$ cat src/bsm_pkg.sv
// ----------------------------------------------------------------------------
// bsm_pkg
// Shared types and constants of the bank switch mapper.
// ----------------------------------------------------------------------------
package bsm_pkg;

  localparam int unsigned PrgSlots = 3;
  localparam int unsigned ChrSlots = 8;

  typedef enum logic [1:0] {
    FUNC_WRITE = 2'd0,
    FUNC_TICK  = 2'd1,
    FUNC_PRG   = 2'd2,
    FUNC_CHR   = 2'd3
  } func_e;

  typedef enum logic [1:0] {
    ST_IDLE = 2'd0,
    ST_EXEC = 2'd1,
    ST_DIV  = 2'd2,
    ST_DONE = 2'd3
  } state_e;

  localparam logic [3:0] GRP_PRG   = 4'h8;
  localparam logic [3:0] GRP_PRG2  = 4'h9;
  localparam logic [3:0] GRP_CHR_A = 4'hA;
  localparam logic [3:0] GRP_CHR_B = 4'hB;
  localparam logic [3:0] GRP_CHR_C = 4'hC;
  localparam logic [3:0] GRP_CHR_D = 4'hD;
  localparam logic [3:0] GRP_MISC  = 4'hE;
  localparam logic [3:0] GRP_IRQ   = 4'hF;

  localparam logic [1:0] PRG_FIXED_SLOT = 2'd3;
  localparam logic [7:0] IRQ_WRAP       = 8'hFF;
  localparam logic [8:0] BANK_MAX       = 9'd256;

  localparam logic [8:0] PRG_COUNT_RST = 9'd16;
  localparam logic [8:0] CHR_COUNT_RST = 9'd0;
  localparam logic [7:0] PRG_SEL_RST0  = 8'd0;
  localparam logic [7:0] PRG_SEL_RST1  = 8'd1;
  localparam logic [7:0] PRG_SEL_RST2  = 8'd254;

  localparam logic APB_REG_PRG = 1'b0;
  localparam logic APB_REG_CHR = 1'b1;

  typedef struct packed {
    logic        we;
    logic        tick;
    logic [1:0]  func;
    logic [15:0] addr;
    logic [7:0]  data;
  } cmd_t;

  typedef struct packed {
    logic [7:0] sel;
    logic [1:0] mirror;
    logic       pulse;
  } rsp_t;

endpackage

$ cat src/bsm_mod.sv
// ----------------------------------------------------------------------------
// bsm_mod
// Iterative restoring modulo: 8-bit dividend by 9-bit divisor, one bit a cycle.
// ----------------------------------------------------------------------------
module bsm_mod (
  input  logic       clk_i,
  input  logic       rst_ni,
  input  logic       start_i,
  input  logic [7:0] dividend_i,
  input  logic [8:0] divisor_i,
  output logic       done_o,
  output logic [7:0] result_o
);

  logic [8:0] rem_q, rem_d;
  logic [7:0] dvd_q, dvd_d;
  logic [8:0] div_q, div_d;
  logic [2:0] cnt_q, cnt_d;
  logic       busy_q, busy_d;
  logic       done_q, done_d;
  logic [8:0] trial;

  always_comb begin
    trial  = {rem_q[7:0], dvd_q[7]};
    rem_d  = rem_q;
    dvd_d  = dvd_q;
    div_d  = div_q;
    cnt_d  = cnt_q;
    busy_d = busy_q;
    done_d = 1'b0;
    if (start_i) begin
      rem_d  = '0;
      dvd_d  = dividend_i;
      div_d  = divisor_i;
      cnt_d  = 3'd7;
      busy_d = 1'b1;
    end else if (busy_q) begin
      rem_d = (trial >= div_q) ? trial - div_q : trial;
      dvd_d = {dvd_q[6:0], 1'b0};
      cnt_d = cnt_q - 3'd1;
      if (cnt_q == 3'd0) begin
        busy_d = 1'b0;
        done_d = 1'b1;
      end
    end
  end

  always_ff @(posedge clk_i or negedge rst_ni) begin
    if (!rst_ni) begin
      busy_q <= 1'b0;
      done_q <= 1'b0;
      cnt_q  <= '0;
    end else begin
      busy_q <= busy_d;
      done_q <= done_d;
      cnt_q  <= cnt_d;
    end
  end

  always_ff @(posedge clk_i) begin
    rem_q <= rem_d;
    dvd_q <= dvd_d;
    div_q <= div_d;
  end

  assign done_o   = done_q;
  assign result_o = rem_q[7:0];

  a_done_after_busy: assert property (@(posedge clk_i) disable iff (!rst_ni)
    done_q |-> $past(busy_q))
    else $error("modulo done without a running division");

endmodule

$ cat src/bsm_regs.sv
// ----------------------------------------------------------------------------
// bsm_regs
// Mapper register file: bank selects, mirroring and scanline IRQ counter.
// ----------------------------------------------------------------------------
module bsm_regs (
  input  logic          clk_i,
  input  logic          rst_ni,
  input  bsm_pkg::cmd_t cmd_i,
  output bsm_pkg::rsp_t rsp_o
);

  logic [7:0] prg_q [bsm_pkg::PrgSlots];
  logic [7:0] chr_q [bsm_pkg::ChrSlots];
  logic [7:0] latch_q;
  logic [7:0] count_q;
  logic       enabled_q;
  logic       ack_q;
  logic       cycle_q;
  logic [1:0] mirror_q;

  logic [3:0] grp;
  logic       pair;
  logic [2:0] chr_idx;
  logic [1:0] prg_slot;
  logic       tick_live;

  assign grp       = cmd_i.addr[15:12];
  assign pair      = cmd_i.addr[3] | cmd_i.addr[4];
  assign chr_idx   = {2'(grp[1:0] - 2'd2), pair};
  assign prg_slot  = cmd_i.addr[14:13];
  assign tick_live = cmd_i.tick & enabled_q & ~cycle_q;

  always_ff @(posedge clk_i or negedge rst_ni) begin
    if (!rst_ni) begin
      prg_q[0]  <= bsm_pkg::PRG_SEL_RST0;
      prg_q[1]  <= bsm_pkg::PRG_SEL_RST1;
      prg_q[2]  <= bsm_pkg::PRG_SEL_RST2;
      for (int i = 0; i < bsm_pkg::ChrSlots; i++) begin
        chr_q[i] <= 8'(i);
      end
      latch_q   <= '0;
      count_q   <= '0;
      enabled_q <= 1'b0;
      ack_q     <= 1'b0;
      cycle_q   <= 1'b0;
      mirror_q  <= '0;
    end else if (cmd_i.we) begin
      unique case (grp)
        bsm_pkg::GRP_PRG: prg_q[pair] <= cmd_i.data;
        bsm_pkg::GRP_PRG2: begin
          if (!pair) prg_q[2] <= cmd_i.data;
        end
        bsm_pkg::GRP_CHR_A, bsm_pkg::GRP_CHR_B,
        bsm_pkg::GRP_CHR_C, bsm_pkg::GRP_CHR_D: chr_q[chr_idx] <= cmd_i.data;
        bsm_pkg::GRP_MISC: begin
          if (!pair) mirror_q <= cmd_i.data[1:0];
          else       latch_q  <= cmd_i.data;
        end
        bsm_pkg::GRP_IRQ: begin
          if (!pair) begin
            ack_q     <= cmd_i.data[0];
            enabled_q <= cmd_i.data[1];
            cycle_q   <= cmd_i.data[2];
            if (cmd_i.data[1]) count_q <= latch_q;
          end else begin
            enabled_q <= ack_q;
          end
        end
        default: ;
      endcase
    end else if (tick_live) begin
      count_q <= (count_q == bsm_pkg::IRQ_WRAP) ? latch_q : count_q + 8'd1;
    end
  end

  always_comb begin
    rsp_o.mirror = mirror_q;
    rsp_o.pulse  = tick_live & (count_q == bsm_pkg::IRQ_WRAP);
    if (cmd_i.func == bsm_pkg::FUNC_CHR) begin
      rsp_o.sel = chr_q[cmd_i.addr[12:10]];
    end else if (prg_slot == bsm_pkg::PRG_FIXED_SLOT) begin
      rsp_o.sel = '0;
    end else begin
      rsp_o.sel = prg_q[prg_slot];
    end
  end

endmodule

$ cat src/bank_switch_mapper_with_scanline_irq.sv
// ----------------------------------------------------------------------------
// bank_switch_mapper_with_scanline_irq
// Cartridge bank mapper with scanline IRQ counter and bank translation.
//
//   channel  dir  handshake               payload
//   s_axis   in   tvalid/tready           tdata: addr, data; tuser: func
//   m_axis   out  tvalid/tready           tdata: bank, irq_pulse, mirror_mode
//   apb      in   psel/penable/pready     prg_bank_count @0, chr_bank_count @4
//
// Writes and ticks pass the execute and done states into the result register;
// modulo translates wait in the divide state on the bit-serial unit (8 steps).
// One item at a time; tready is high only while the sequencer is idle.
// A full output register stalls the sequencer in its final state.
// Reset is asynchronous, active low; no clearing pass.
// ----------------------------------------------------------------------------
module bank_switch_mapper_with_scanline_irq (
  input  logic        clk_i,
  input  logic        rst_ni,
  input  logic        s_axis_tvalid,
  output logic        s_axis_tready,
  input  logic [23:0] s_axis_tdata,   // [15:0] addr, [23:16] data
  input  logic [1:0]  s_axis_tuser,   // [1:0] func
  output logic        m_axis_tvalid,
  input  logic        m_axis_tready,
  output logic [15:0] m_axis_tdata,   // [7:0] bank, [8] irq_pulse, [10:9] mirror_mode
  input  logic        psel,
  input  logic        penable,
  input  logic        pwrite,
  input  logic [2:0]  paddr,
  input  logic [31:0] pwdata,
  output logic [31:0] prdata,
  output logic        pready
);

  bsm_pkg::state_e state_q, state_d;
  bsm_pkg::cmd_t   cmd;
  bsm_pkg::rsp_t   rsp;

  logic [1:0]  func_q;
  logic [15:0] addr_q;
  logic [7:0]  data_q;
  logic [7:0]  bank_q, bank_d;
  logic        pulse_q, pulse_d;
  logic [8:0]  prg_cnt_q, chr_cnt_q;
  logic [8:0]  prg_eff, chr_eff, divisor;
  logic        div_start, div_done;
  logic [7:0]  div_result;
  logic        out_valid_q;
  logic [15:0] out_data_q;
  logic        accept, out_load, cfg_we;

  assign accept = s_axis_tvalid & s_axis_tready;
  assign pready = 1'b1;
  assign cfg_we = psel & penable & pwrite & pready;

  always_ff @(posedge clk_i or negedge rst_ni) begin
    if (!rst_ni) begin
      prg_cnt_q <= bsm_pkg::PRG_COUNT_RST;
      chr_cnt_q <= bsm_pkg::CHR_COUNT_RST;
    end else if (cfg_we) begin
      if (paddr[2] == bsm_pkg::APB_REG_PRG) prg_cnt_q <= pwdata[8:0];
      else                                  chr_cnt_q <= pwdata[8:0];
    end
  end

  assign prdata = {23'd0, (paddr[2] == bsm_pkg::APB_REG_PRG) ? prg_cnt_q : chr_cnt_q};

  assign prg_eff = (prg_cnt_q == 9'd0 || prg_cnt_q > bsm_pkg::BANK_MAX)
                   ? bsm_pkg::BANK_MAX : prg_cnt_q;
  assign chr_eff = (chr_cnt_q > bsm_pkg::BANK_MAX) ? bsm_pkg::BANK_MAX : chr_cnt_q;
  assign divisor = (func_q == bsm_pkg::FUNC_CHR) ? chr_eff : prg_eff;

  always_ff @(posedge clk_i) begin
    if (accept) begin
      func_q <= s_axis_tuser;
      addr_q <= s_axis_tdata[15:0];
      data_q <= s_axis_tdata[23:16];
    end
    bank_q  <= bank_d;
    pulse_q <= pulse_d;
  end

  always_comb begin
    cmd.func = func_q;
    cmd.addr = addr_q;
    cmd.data = data_q;
    cmd.we   = (state_q == bsm_pkg::ST_EXEC) && (func_q == bsm_pkg::FUNC_WRITE)
               && addr_q[15];
    cmd.tick = (state_q == bsm_pkg::ST_EXEC) && (func_q == bsm_pkg::FUNC_TICK);
  end

  bsm_regs u_regs (
    .clk_i  (clk_i),
    .rst_ni (rst_ni),
    .cmd_i  (cmd),
    .rsp_o  (rsp)
  );

  bsm_mod u_mod (
    .clk_i      (clk_i),
    .rst_ni     (rst_ni),
    .start_i    (div_start),
    .dividend_i (rsp.sel),
    .divisor_i  (divisor),
    .done_o     (div_done),
    .result_o   (div_result)
  );

  always_ff @(posedge clk_i or negedge rst_ni) begin
    if (!rst_ni) state_q <= bsm_pkg::ST_IDLE;
    else         state_q <= state_d;
  end

  always_comb begin
    state_d       = state_q;
    bank_d        = bank_q;
    pulse_d       = pulse_q;
    div_start     = 1'b0;
    out_load      = 1'b0;
    s_axis_tready = 1'b0;
    unique case (state_q)
      bsm_pkg::ST_IDLE: begin
        s_axis_tready = 1'b1;
        if (s_axis_tvalid) state_d = bsm_pkg::ST_EXEC;
      end
      bsm_pkg::ST_EXEC: begin
        bank_d  = '0;
        pulse_d = rsp.pulse;
        state_d = bsm_pkg::ST_DONE;
        unique case (func_q)
          bsm_pkg::FUNC_PRG: begin
            if (addr_q[15]) begin
              if (addr_q[14:13] == bsm_pkg::PRG_FIXED_SLOT) begin
                bank_d = 8'(prg_eff - 9'd1);
              end else begin
                div_start = 1'b1;
                state_d   = bsm_pkg::ST_DIV;
              end
            end
          end
          bsm_pkg::FUNC_CHR: begin
            if (chr_cnt_q == 9'd0) begin
              bank_d = rsp.sel;
            end else begin
              div_start = 1'b1;
              state_d   = bsm_pkg::ST_DIV;
            end
          end
          default: ;
        endcase
      end
      bsm_pkg::ST_DIV: begin
        if (div_done) begin
          bank_d  = div_result;
          state_d = bsm_pkg::ST_DONE;
        end
      end
      bsm_pkg::ST_DONE: begin
        if (!out_valid_q || m_axis_tready) begin
          out_load = 1'b1;
          state_d  = bsm_pkg::ST_IDLE;
        end
      end
      default: state_d = bsm_pkg::ST_IDLE;
    endcase
  end

  always_ff @(posedge clk_i or negedge rst_ni) begin
    if (!rst_ni) begin
      out_valid_q <= 1'b0;
    end else if (out_load) begin
      out_valid_q <= 1'b1;
    end else if (m_axis_tready) begin
      out_valid_q <= 1'b0;
    end
  end

  always_ff @(posedge clk_i) begin
    if (out_load) out_data_q <= {5'd0, rsp.mirror, pulse_q, bank_q};
  end

  assign m_axis_tvalid = out_valid_q;
  assign m_axis_tdata  = out_data_q;

  a_accept_exec: assert property (@(posedge clk_i) disable iff (!rst_ni)
    accept |=> state_q == bsm_pkg::ST_EXEC)
    else $error("transfer not followed by execute");

  a_done_in_div: assert property (@(posedge clk_i) disable iff (!rst_ni)
    div_done |-> state_q == bsm_pkg::ST_DIV)
    else $error("modulo result outside divide state");

  a_load_from_done: assert property (@(posedge clk_i) disable iff (!rst_ni)
    out_load |=> out_valid_q && state_q == bsm_pkg::ST_IDLE)
    else $error("result load lost");

  a_pulse_tick: assert property (@(posedge clk_i) disable iff (!rst_ni)
    (state_q == bsm_pkg::ST_DONE && pulse_q) |-> func_q == bsm_pkg::FUNC_TICK)
    else $error("irq pulse on a non-tick item");

endmodule

$ cat config.mk
export PLATFORM = sky130hd
export DESIGN_NAME = bank_switch_mapper_with_scanline_irq
export DESIGN_NICKNAME = d
export VERILOG_FILES = /design/src/bsm_pkg.sv /design/src/bsm_mod.sv /design/src/bsm_regs.sv /design/src/bank_switch_mapper_with_scanline_irq.sv
export SDC_FILE = /design/constraint.sdc
export NUM_CORES = 1
export LEC_CHECK = 0
export BUFFER_PORTS_ARGS = -buffer_cell sky130_fd_sc_hd__buf_4
export CORE_ASPECT_RATIO = 0.75
export CORE_MARGIN = 2
export CORE_UTILIZATION = 63
export DETAILED_ROUTE_END_ITERATION = 8
export PLACE_DENSITY = 0.89
export SLEW_MARGIN = 20
export SYNTH_ARGS = -nofsm -noshare
export SYNTH_HDL_FRONTEND = slang
export SYNTH_HIERARCHICAL = 1
export SYNTH_SLANG_ARGS = --single-unit
$ cat constraint.sdc
create_clock -name clk_i -period 5.99 [get_ports clk_i]
set_clock_uncertainty 0.1 [all_clocks]
set_input_delay 0.8985 -clock clk_i [delete_from_list [all_inputs] [get_ports clk_i]]
set_output_delay 0.8985 -clock clk_i [all_outputs]
set_load 0.02 [all_outputs]
==> results of run 1 <==
how the worst max path moves through the flow:
stage	depth (start not counted)	endpoint	slack [ns]	start
after floorplan	3	prdata[6]	3.21	paddr[2]
after global placement	8	u_regs/chr_q[20]	2.95	state_q[1]
after detailed placement	8	u_regs/chr_q[19]	2.77	state_q[1]
after CTS	8	u_regs/chr_q[19]	2.74	state_q[1]
after global routing	8	u_regs/chr_q[22]	2.51	state_q[1]
final	8	u_regs/chr_q[19]	2.67	state_q[1]
flip-flops by register name, indices dropped and copies added, names as in the netlist, 2 cells and up:
| name | count |
|---|---|
| prg_cnt_q | 9 |
| u_mod/rem_q | 8 |
| u_mod/div_q | 9 |
| bank_q | 8 |
| u_regs/latch_q | 8 |
| data_q | 8 |
| u_regs/chr_q | 64 |
| u_mod/dvd_q | 8 |
| state_q | 2 |
| func_q | 2 |
| u_regs/mirror_q | 2 |
| u_mod/cnt_q | 3 |
| u_regs/prg_q | 24 |
| u_regs/count_q | 8 |
| chr_cnt_q | 9 |
| m_axis_tdata | 11 |
| addr_q | 8 |
stage by stage:
step | total power, mW | setup slack (ns) | cell area, µm²
floorplan | 2.796 | 3.211 | 9836
global placement | 3.068 | 2.949 | 10150
detailed placement | 3.151 | 2.771 | 10150
CTS | 4.418 | 2.741 | 10800
global route | 4.636 | 2.513 | 10820
finish | 4.419 | 2.670 | 10820
worst register-to-register path: stages (launching register included):
cell and delay [ns]:
dfrtp_1 0.43, inv_1 0.12, ha_1 0.33, nor4bb_1 0.34, buf_4 0.25, and3_1 0.30
o21ai_1 0.21, nor3_2 0.70, mux2_2 0.43
report_power, final:
group          switching, mW  internal (mW)  leakage, nW
combinational          0.638          0.550         2.10
sequential             0.251           1.71         2.31
clock                  0.518          0.747        0.310
area by class of cell:
| cell class | instances | share of cell area, % |
|---|---|---|
| multi-input combinational | 487 | 38.35 |
| clock inverter | 14 | 2.046 |
| timing repair buffer | 59 | 4.197 |
| inverter | 25 | 0.8672 |
| sequential | 198 | 48.20 |
| clock buffer | 18 | 3.966 |
| tap | 205 | 2.370 |
routing by layer:
metal / share of wire (%) / up-vias / track usage [%]
li1: - / 2761 / -
met1: 46 / 3144 / 39.57
met2: 46 / 257 / 40.68
met3: 6.1 / 43 / 5.902
met4: 2.2 / 0 / 9.423
met5: 0 / - / 0
==> results.md, run 1 <==
* Max Transition Viols Final at 0
* Cell family with most CP delay: simple AND/OR/NAND/NOR gates
* Vias at 6205
* Initial DRT Pass Iterations at 5
* Gate Count Post-Synth at 747
* Final Wtd Congestion at 0.9262
* Clock sink total at 198
* Final Non-Filler Cells at 1006
* Via count of the first global-routing pass at 6244
* N_diodes at 0
* Worst Path Arrival at about 3.5 ns
* Hold path cells at 0
* Worst min path class: reg2reg
* Wire length of the first global-routing pass at 33.89 mm
* Filler cell count at 950
* Reg clk slew, reported paths at about 0.070 ns
* Vert. Die Dim at 111.7 µm
* Post-CTS Resized at 0
* Register-to-Register Setup Slack at 2.67 ns
* H-tree depth at 4
* Tcrit/Tclk final at 55.43%
* Starting DRC count in detailed routing at 575
* CTS tree: built
* Slowest CP cell: nor3_2
* Slew HR at 37.55%
* DR vias/cell at between 6 and 7
* Crit Path Class: reg2reg
* Avg Inst Size Synth at 13.03 µm²
* Port Buffer Count at 56
* Crit-path cells: inv_1 > ha_1 > nor4bb_1 > buf_4 > and3_1 > o21ai_1 > nor3_2 > mux2_2
* Die area at 16470 µm²
* Clk_lat worst skew at 0.44 ns
* Leakage at 4.722 nW
* Postcts setup bufs at 0
* Post-detailed-route wirelength per cell at just over 20 µm
* Reg2Reg Launch Point: state_q[1]
* Post-Syn Area at around 9700 µm²
* Root buffer cell: clkbuf_16
* Critical Path Source Type: flip-flop
* CP Max Fanout at 12
* RSZ-0062 raised after global routing: false
* Post-CTS Hold Buffers at 0
* Most frequent cells in the layout: mux2_2, dfrtp_1, buf_4
* Final net count at ~880
* Maxcap violations at 0
* Initial antenna violation count at 0
* DP Wirelength at 14.56 mm
* Seq. cell area at 5216 µm²
* Multi-input gate area at 4150 µm²
* Clk buf depth at 2
* PwrDens at 408.3 nW/µm²
* R2R cell count at 8
* Final Util at 71.31%
* Fin crit period at between 3 and 4 ns
* Peak supply drop at 0.0002872 V
* Die width at 147.5 µm
* Final setup vio count at 0
* Largest net degree at the start of global routing at 81
* Core footprint at 15180 µm²
* Least-Margin Pin Slew at 0.9367 ns
* Max Freq at 301.2 MHz
* Hold slack at 0.3212 ns
* Final Hold Viols at 0
* Final wirelength at 20.86 mm
* Yosys warning total at 6
* I/O pin total at 119
* Hold EP: m_axis_tdata[8]
* Most common cell after layout, fill and taps aside: mux2_2
* Inserted Clock Buffers at 17
* Status: completed
* Hold_sp: pulse_q
* Critical Path End Type: flip-flop
* Area delta synth->final at 11.17%
* Num rows at 39
* Worst EP required at between 6 and 7 ns
* Routed Antenna Nets at 0
* Overall Global Routing Usage at 27.06%
* CP Buf/Inv Count at 2
* Layout cells sized above 1 at 36.45%
* Crit-path max cell delay at 0.70 ns
* DRC at 0
* Initial Util at 64.14%
* Fin Setup TNS at 0 ns
* Reg-to-Reg End: u_regs/chr_q[19]
* Dpl cells at 973
* Grt total ovfl at 0
Power figures use the tool's default switching activity.
==> run 2: changes to the inputs <==
--- a/config.mk
+++ b/config.mk
@@ -5,12 +5,13 @@
 export SDC_FILE = /design/constraint.sdc
 export NUM_CORES = 1
 export LEC_CHECK = 0
+export ABC_AREA = 1
 export BUFFER_PORTS_ARGS = -buffer_cell sky130_fd_sc_hd__buf_4
 export CORE_ASPECT_RATIO = 0.75
 export CORE_MARGIN = 2
-export CORE_UTILIZATION = 63
+export CORE_UTILIZATION = 59
 export DETAILED_ROUTE_END_ITERATION = 8
-export PLACE_DENSITY = 0.89
+export PLACE_DENSITY = 0.84
 export SLEW_MARGIN = 20
 export SYNTH_ARGS = -nofsm -noshare
 export SYNTH_HDL_FRONTEND = slang
==> constraint.sdc (replaced) <==
create_clock -name clk_i -period 3.4 [get_ports clk_i]
set_clock_uncertainty 0.1 [all_clocks]
set_input_delay 0.51 -clock clk_i [delete_from_list [all_inputs] [get_ports clk_i]]
set_output_delay 0.51 -clock clk_i [all_outputs]
set_load 0.02 [all_outputs]
==> results.md, run 2 <==
* Status: completed
* Most frequent cells in the layout: nand2_1, inv_1, dfrtp_1
* Area delta synth->final at 9.755%
* PwrDens at roughly 740 nW/µm²
* Vias at 8274
* DR vias/cell at 5.472
* Clk_lat worst skew at 0.44 ns
* Post-CTS Resized at 0
* I/O pin total at 119
* Inserted Clock Buffers at 17
* Grt total ovfl at 0
* Worst EP required at 3.60 ns
* Peak supply drop at 0.0004179 V
* H-tree depth at 4
* Clock sink total at 198
* Num rows at 42
* N_diodes at 0
* Vert. Die Dim at ~120 µm
* Gate Count Post-Synth at 1219
* Crit-path max cell delay at 0.44 ns
* Layout cells sized above 1 at around 16%
* Fin Setup TNS at 0 ns
* DRC at 0
* Via count of the first global-routing pass at 7685
* Initial DRT Pass Iterations at 6
* Slowest CP cell: dfrtp_1
* Max Freq at approximately 370 MHz
* Final setup vio count at 0
* RSZ-0062 raised after global routing: false
* Clk buf depth at 2
* Total Power at between 8 and 9 mW
* Crit-path cells: nor4_1 > nand2_1 > ha_1 > inv_2 > nand2_1 > ha_1 > o31ai_1 > nand2_1 > nand2_1
* Critical Path Source Type: flip-flop
* Cell family with most CP delay: simple AND/OR/NAND/NOR gates
* Yosys warning total at 6
* Routed Antenna Nets at 0
* Crit Path Class: reg2reg
* CP Max Fanout at 6
* Final Hold Viols at 0
* Tcrit/Tclk final at 78.75%
* Crit-path most repeated cell: nand2_1
* Port Buffer Count at 56
* Core footprint at 17450 µm²
* Fin crit period at 2.677 ns
* Largest register FFs at 64
* Gate power share at 32.6%
* Pint at 5.386 mW
* Slew HR at 34.93%
* Initial Util at 59.62%
* Switching Share at between 30% and 40%
* Most common cell after layout, fill and taps aside: nand2_1
* Starting DRC count in detailed routing at 1015
* Final Wtd Congestion at 0.9100
* Largest Register: u_regs/chr_q
* Critical Path End Type: flip-flop
* Least-Margin Pin Slew at 0.9760 ns
* Final Util at 65.44%
* Leakage at 5.391 nW
* Hold path cells at 1
* Initial antenna violation count at 0
* Root buffer cell: clkbuf_16
* Die width at 157.3 µm
* DP Wirelength at roughly 16 mm
* Largest net degree at the start of global routing at 70
* Maxcap violations at 0
* P_sw at 3.117 mW
* Avg Inst Size Synth at between 8 and 9 µm²
* Max Transition Viols Final at 0
* Worst min path class: in2reg
* CTS tree: built
* Clk pwr share at 24.5%
* R2R cell count at 9
* Final net count at 1344
* Worst Path Arrival at 2.88 ns
* Final wirelength at 23.32 mm
* Cell count along the critical path at 9
* Die area at 18720 µm²
* Overall Global Routing Usage at a little over a quarter
* Hold slack at 0.1429 ns
* CP Buf/Inv Count at 1
* Wire length of the first global-routing pass at 38.37 mm
* Post-detailed-route wirelength per cell at 15.42 µm
* Sequential power share at 43.0%
* Post-Syn Area at 10400 µm²
* Reg clk slew, reported paths at 0.07 ns
run 2: what timing repair did:
action,4_1_cts,5_1_grt
setup buffers,0,0
hold buffers,1,0
endpoints found under the hold margin,43,0
run 2: power groups by stage:
stage               Combinational [mW]  Sequential [mW]  Clock [mW]
floorplan                         2.07             3.60           0
global placement                  2.61             3.65           0
detailed placement                2.71             3.68           0
CTS                               2.74             3.64        2.09
global route                      3.13             3.73        2.19
finish                            2.77             3.65        2.08
run 2: layout make-up:
type / count / area [µm²]
Clock buffer: 20 / 457.9
Clock inverter: 12 / 151.4
Fill cell: 1419 / 6030
Inverter: 133 / 519.2
Multi-Input combinational cell: 843 / 4270
Sequential cell: 198 / 5216
Tap cell: 242 / 302.8
Timing Repair Buffer: 64 / 499.2
run 2: worst paths after layout:
kind | start | endpoint | slack, ns
min | s_axis_tdata[11] | addr_q[11] | 0.14
min in group asynchronous | rst_ni | m_axis_tvalid | 0.54
min reg2reg | bank_q[3] | m_axis_tdata[3] | 0.32
max in group asynchronous | rst_ni | u_regs/prg_q[2] | 1.83
max | prg_cnt_q[1] | bank_q[1] | 0.72
max reg2reg | prg_cnt_q[1] | bank_q[1] | 0.72
run 2: through the flow:
stage | instance area (µm²) | instances | setup WS (ns)
floorplan | 10500 | 1246 | 1.007
global route | 11420 | 1512 | 0.6968
CTS | 11420 | 1512 | 0.8129
global placement | 10800 | 1479 | 0.9893
finish | 11420 | 1512 | 0.7226
detailed placement | 10800 | 1479 | 0.9127
run 2: per-layer routing:
metal  GRT usage, %  share of wire [%]  vias up
li1               -                  -     3971
met1          38.40                 45     3911
met2          38.54                 45      356
met3          6.405                8.5       36
met4          8.864                1.6        0
met5              0                  0        -
==> run 3: changes to the inputs <==
==> constraint.sdc (replaced) <==
create_clock -name clk_i -period 2.5 [get_ports clk_i]
set_clock_uncertainty 0.1 [all_clocks]
set_input_delay 0.375 -clock clk_i [delete_from_list [all_inputs] [get_ports clk_i]]
set_output_delay 0.375 -clock clk_i [all_outputs]
set_load 0.02 [all_outputs]
==> results.md, run 3 (synthesis gave the netlist of run 2 again) <==
* Status: completed
* Clk_lat worst skew at 0.44 ns
* Final net count at 1364
* Gate power share at around 34%
* Crit Path Class: reg2reg
* Least-Margin Pin Slew at 0.6149 ns
* Pint at 7.331 mW
* P_sw at 4.262 mW
* Starting DRC count in detailed routing at 918
* Max Transition Viols Final at 0
* DP Wirelength at 15.96 mm
* Most common cell after layout, fill and taps aside: nand2_1
* Port Buffer Count at 56
* DRC at 0
* Hold path cells at 1
* Largest net degree at the start of global routing at 65
* Tcrit/Tclk final at a little over nine tenths
* Hold slack at approximately 0.013 ns
* I/O pin total at roughly 120
* Routed Antenna Nets at 0
* Post-detailed-route wirelength per cell at 15.28 µm
* Grt total ovfl at 0
* Largest register FFs at 64
* Maxcap violations at 0
* Hold_sp: s_axis_tdata[12]
* Vert. Die Dim at between 100 and 150 µm
* Num rows at 42
* Multi-input gate area at 4292 µm²
* Via count of the first global-routing pass at about 7600
* Vias at a little over 8000
* Die width at 157.3 µm
* Root buffer cell: clkbuf_16
* Leakage at between 5 and 6 nW
* Max Freq at about 420 MHz
* Filler cell count at approximately 1400
* Worst Path Arrival at 2.45 ns
* Peak supply drop at 0.0004240 V
* Sequential power share at 42.6%
* Worst EP required at 2.59 ns
* Final Util at 66.54%
* Final setup vio count at 0
* Reg-to-Reg End: bank_q[7]
* Overall Global Routing Usage at 25.91%
* Critical Path End Type: flip-flop
* Clock sink total at 198
* PwrDens at 998.5 nW/µm²
* R2R cell count at 12
* Layout cells sized above 1 at 17.21%
* Core footprint at about 17000 µm²
* Die area at between 15000 and 20000 µm²
* H-tree depth at 4
* N_diodes at 0
* Largest Register: u_regs/chr_q
* Initial Util at 59.62%
* Switching Share at 36.76%
* Critical path origin: prg_cnt_q[0]
* DR vias/cell at 5.414
* Reg clk slew, reported paths at 0.07 ns
* Wire length of the first global-routing pass at approximately 38 mm
* Area delta synth->final at 11.61%
* Hold EP: addr_q[12]
* Final Hold Viols at 0
* Register-to-Register Setup Slack at about 0.14 ns
* Seq. cell area at 5218 µm²
* CP Max Fanout at 6
* Inserted Clock Buffers at 17
* Initial antenna violation count at 0
* Final wirelength at 23.41 mm
* Clk buf depth at 2
* Fin crit period at 2.361 ns
* Clk pwr share at between 20% and 30%
* Postcts setup bufs at 0
* Final Wtd Congestion at a little over 0.9
* Initial DRT Pass Iterations at 6
* Critical Path Source Type: flip-flop
* Most frequent cells in the layout: nand2_1, inv_1, dfrtp_1
* Reg2Reg Launch Point: prg_cnt_q[0]
* CTS tree: built
* Slew HR at 58.96%
* Worst min path class: in2reg
[run 3: cell types whose count changed in the layout (fill, tap and decap cells not counted), sizes merged, moves of 2 or more]
cell / delta
clkinvlp: -2
inv: +3
buf: +11
dlygate4sd3: +8
[run 3: what timing repair did]
action / in CTS / in global routing
endpoints found under the hold margin: 57 / 0
endpoints found under the setup margin: 0 / 6
resized for setup: 0 / 4
hold buffers: 9 / 0
[run 3: how the worst max path moves through the flow]
stage	end	slack, ns
2_1_floorplan	u_mod/dvd_q[0]	0.11
5_1_grt	bank_q[7]	-0.01
6_report	bank_q[7]	0.14
4_1_cts	bank_q[4]	0.13
3_5_place_dp	bank_q[4]	0.19
3_3_place_gp	bank_q[4]	0.22
[run 3: worst max-delay path: stages, from the launching register on]
cell and delay (ns):
dfrtp_1 0.43, nor4_2 0.28, nand2_1 0.08, ha_1 0.29, inv_2 0.06, nand2_1 0.12
nand2_1 0.10, nor2_1 0.20, nand3_1 0.10, nand3_1 0.10, nand2_1 0.09, nand2_1 0.10
nand2_1 0.06
[run 3: area by class of cell]
type / instances / area share, %
Inverter: 133 / 4.472
Clock buffer: 21 / 4.063
Clock inverter: 11 / 1.035
Multi-Input combinational cell: 844 / 36.97
Sequential cell: 198 / 44.94
Tap cell: 242 / 2.608
Timing Repair Buffer: 83 / 5.917
[run 3: stage by stage]
stage	power (mW)	setup TNS, ns	cell area [µm²]	setup slack [ns]	std cells
2_1_floorplan	7.700	0	10500	0.1067	1246
3_3_place_gp	8.576	0	10910	0.2235	1490
3_5_place_dp	8.762	0	10910	0.1887	1490
4_1_cts	11.56	0	11590	0.1306	1531
5_1_grt	12.32	-0.01232	11610	-0.01232	1532
6_report	11.59	0	11610	0.1391	1532
[run 3: per-layer routing]
metal / wire, µm / vias to the layer above / track usage [%]
met2: 10630 / 358 / 39.25
met5: 0 / - / 0
met1: 10620 / 3894 / 38.10
met4: 244 / 0 / 6.761
met3: 1913 / 27 / 5.604
li1: - / 4015 / -
[run 3: power groups by stage]
stage / Sequential [mW] / Clock [mW] / Combinational [mW]
floorplan: 4.89 / 0 / 2.81
global placement: 4.92 / 0 / 3.65
detailed placement: 4.97 / 0 / 3.79
CTS: 4.92 / 2.78 / 3.86
global route: 5.03 / 2.92 / 4.36
finish: 4.93 / 2.75 / 3.91
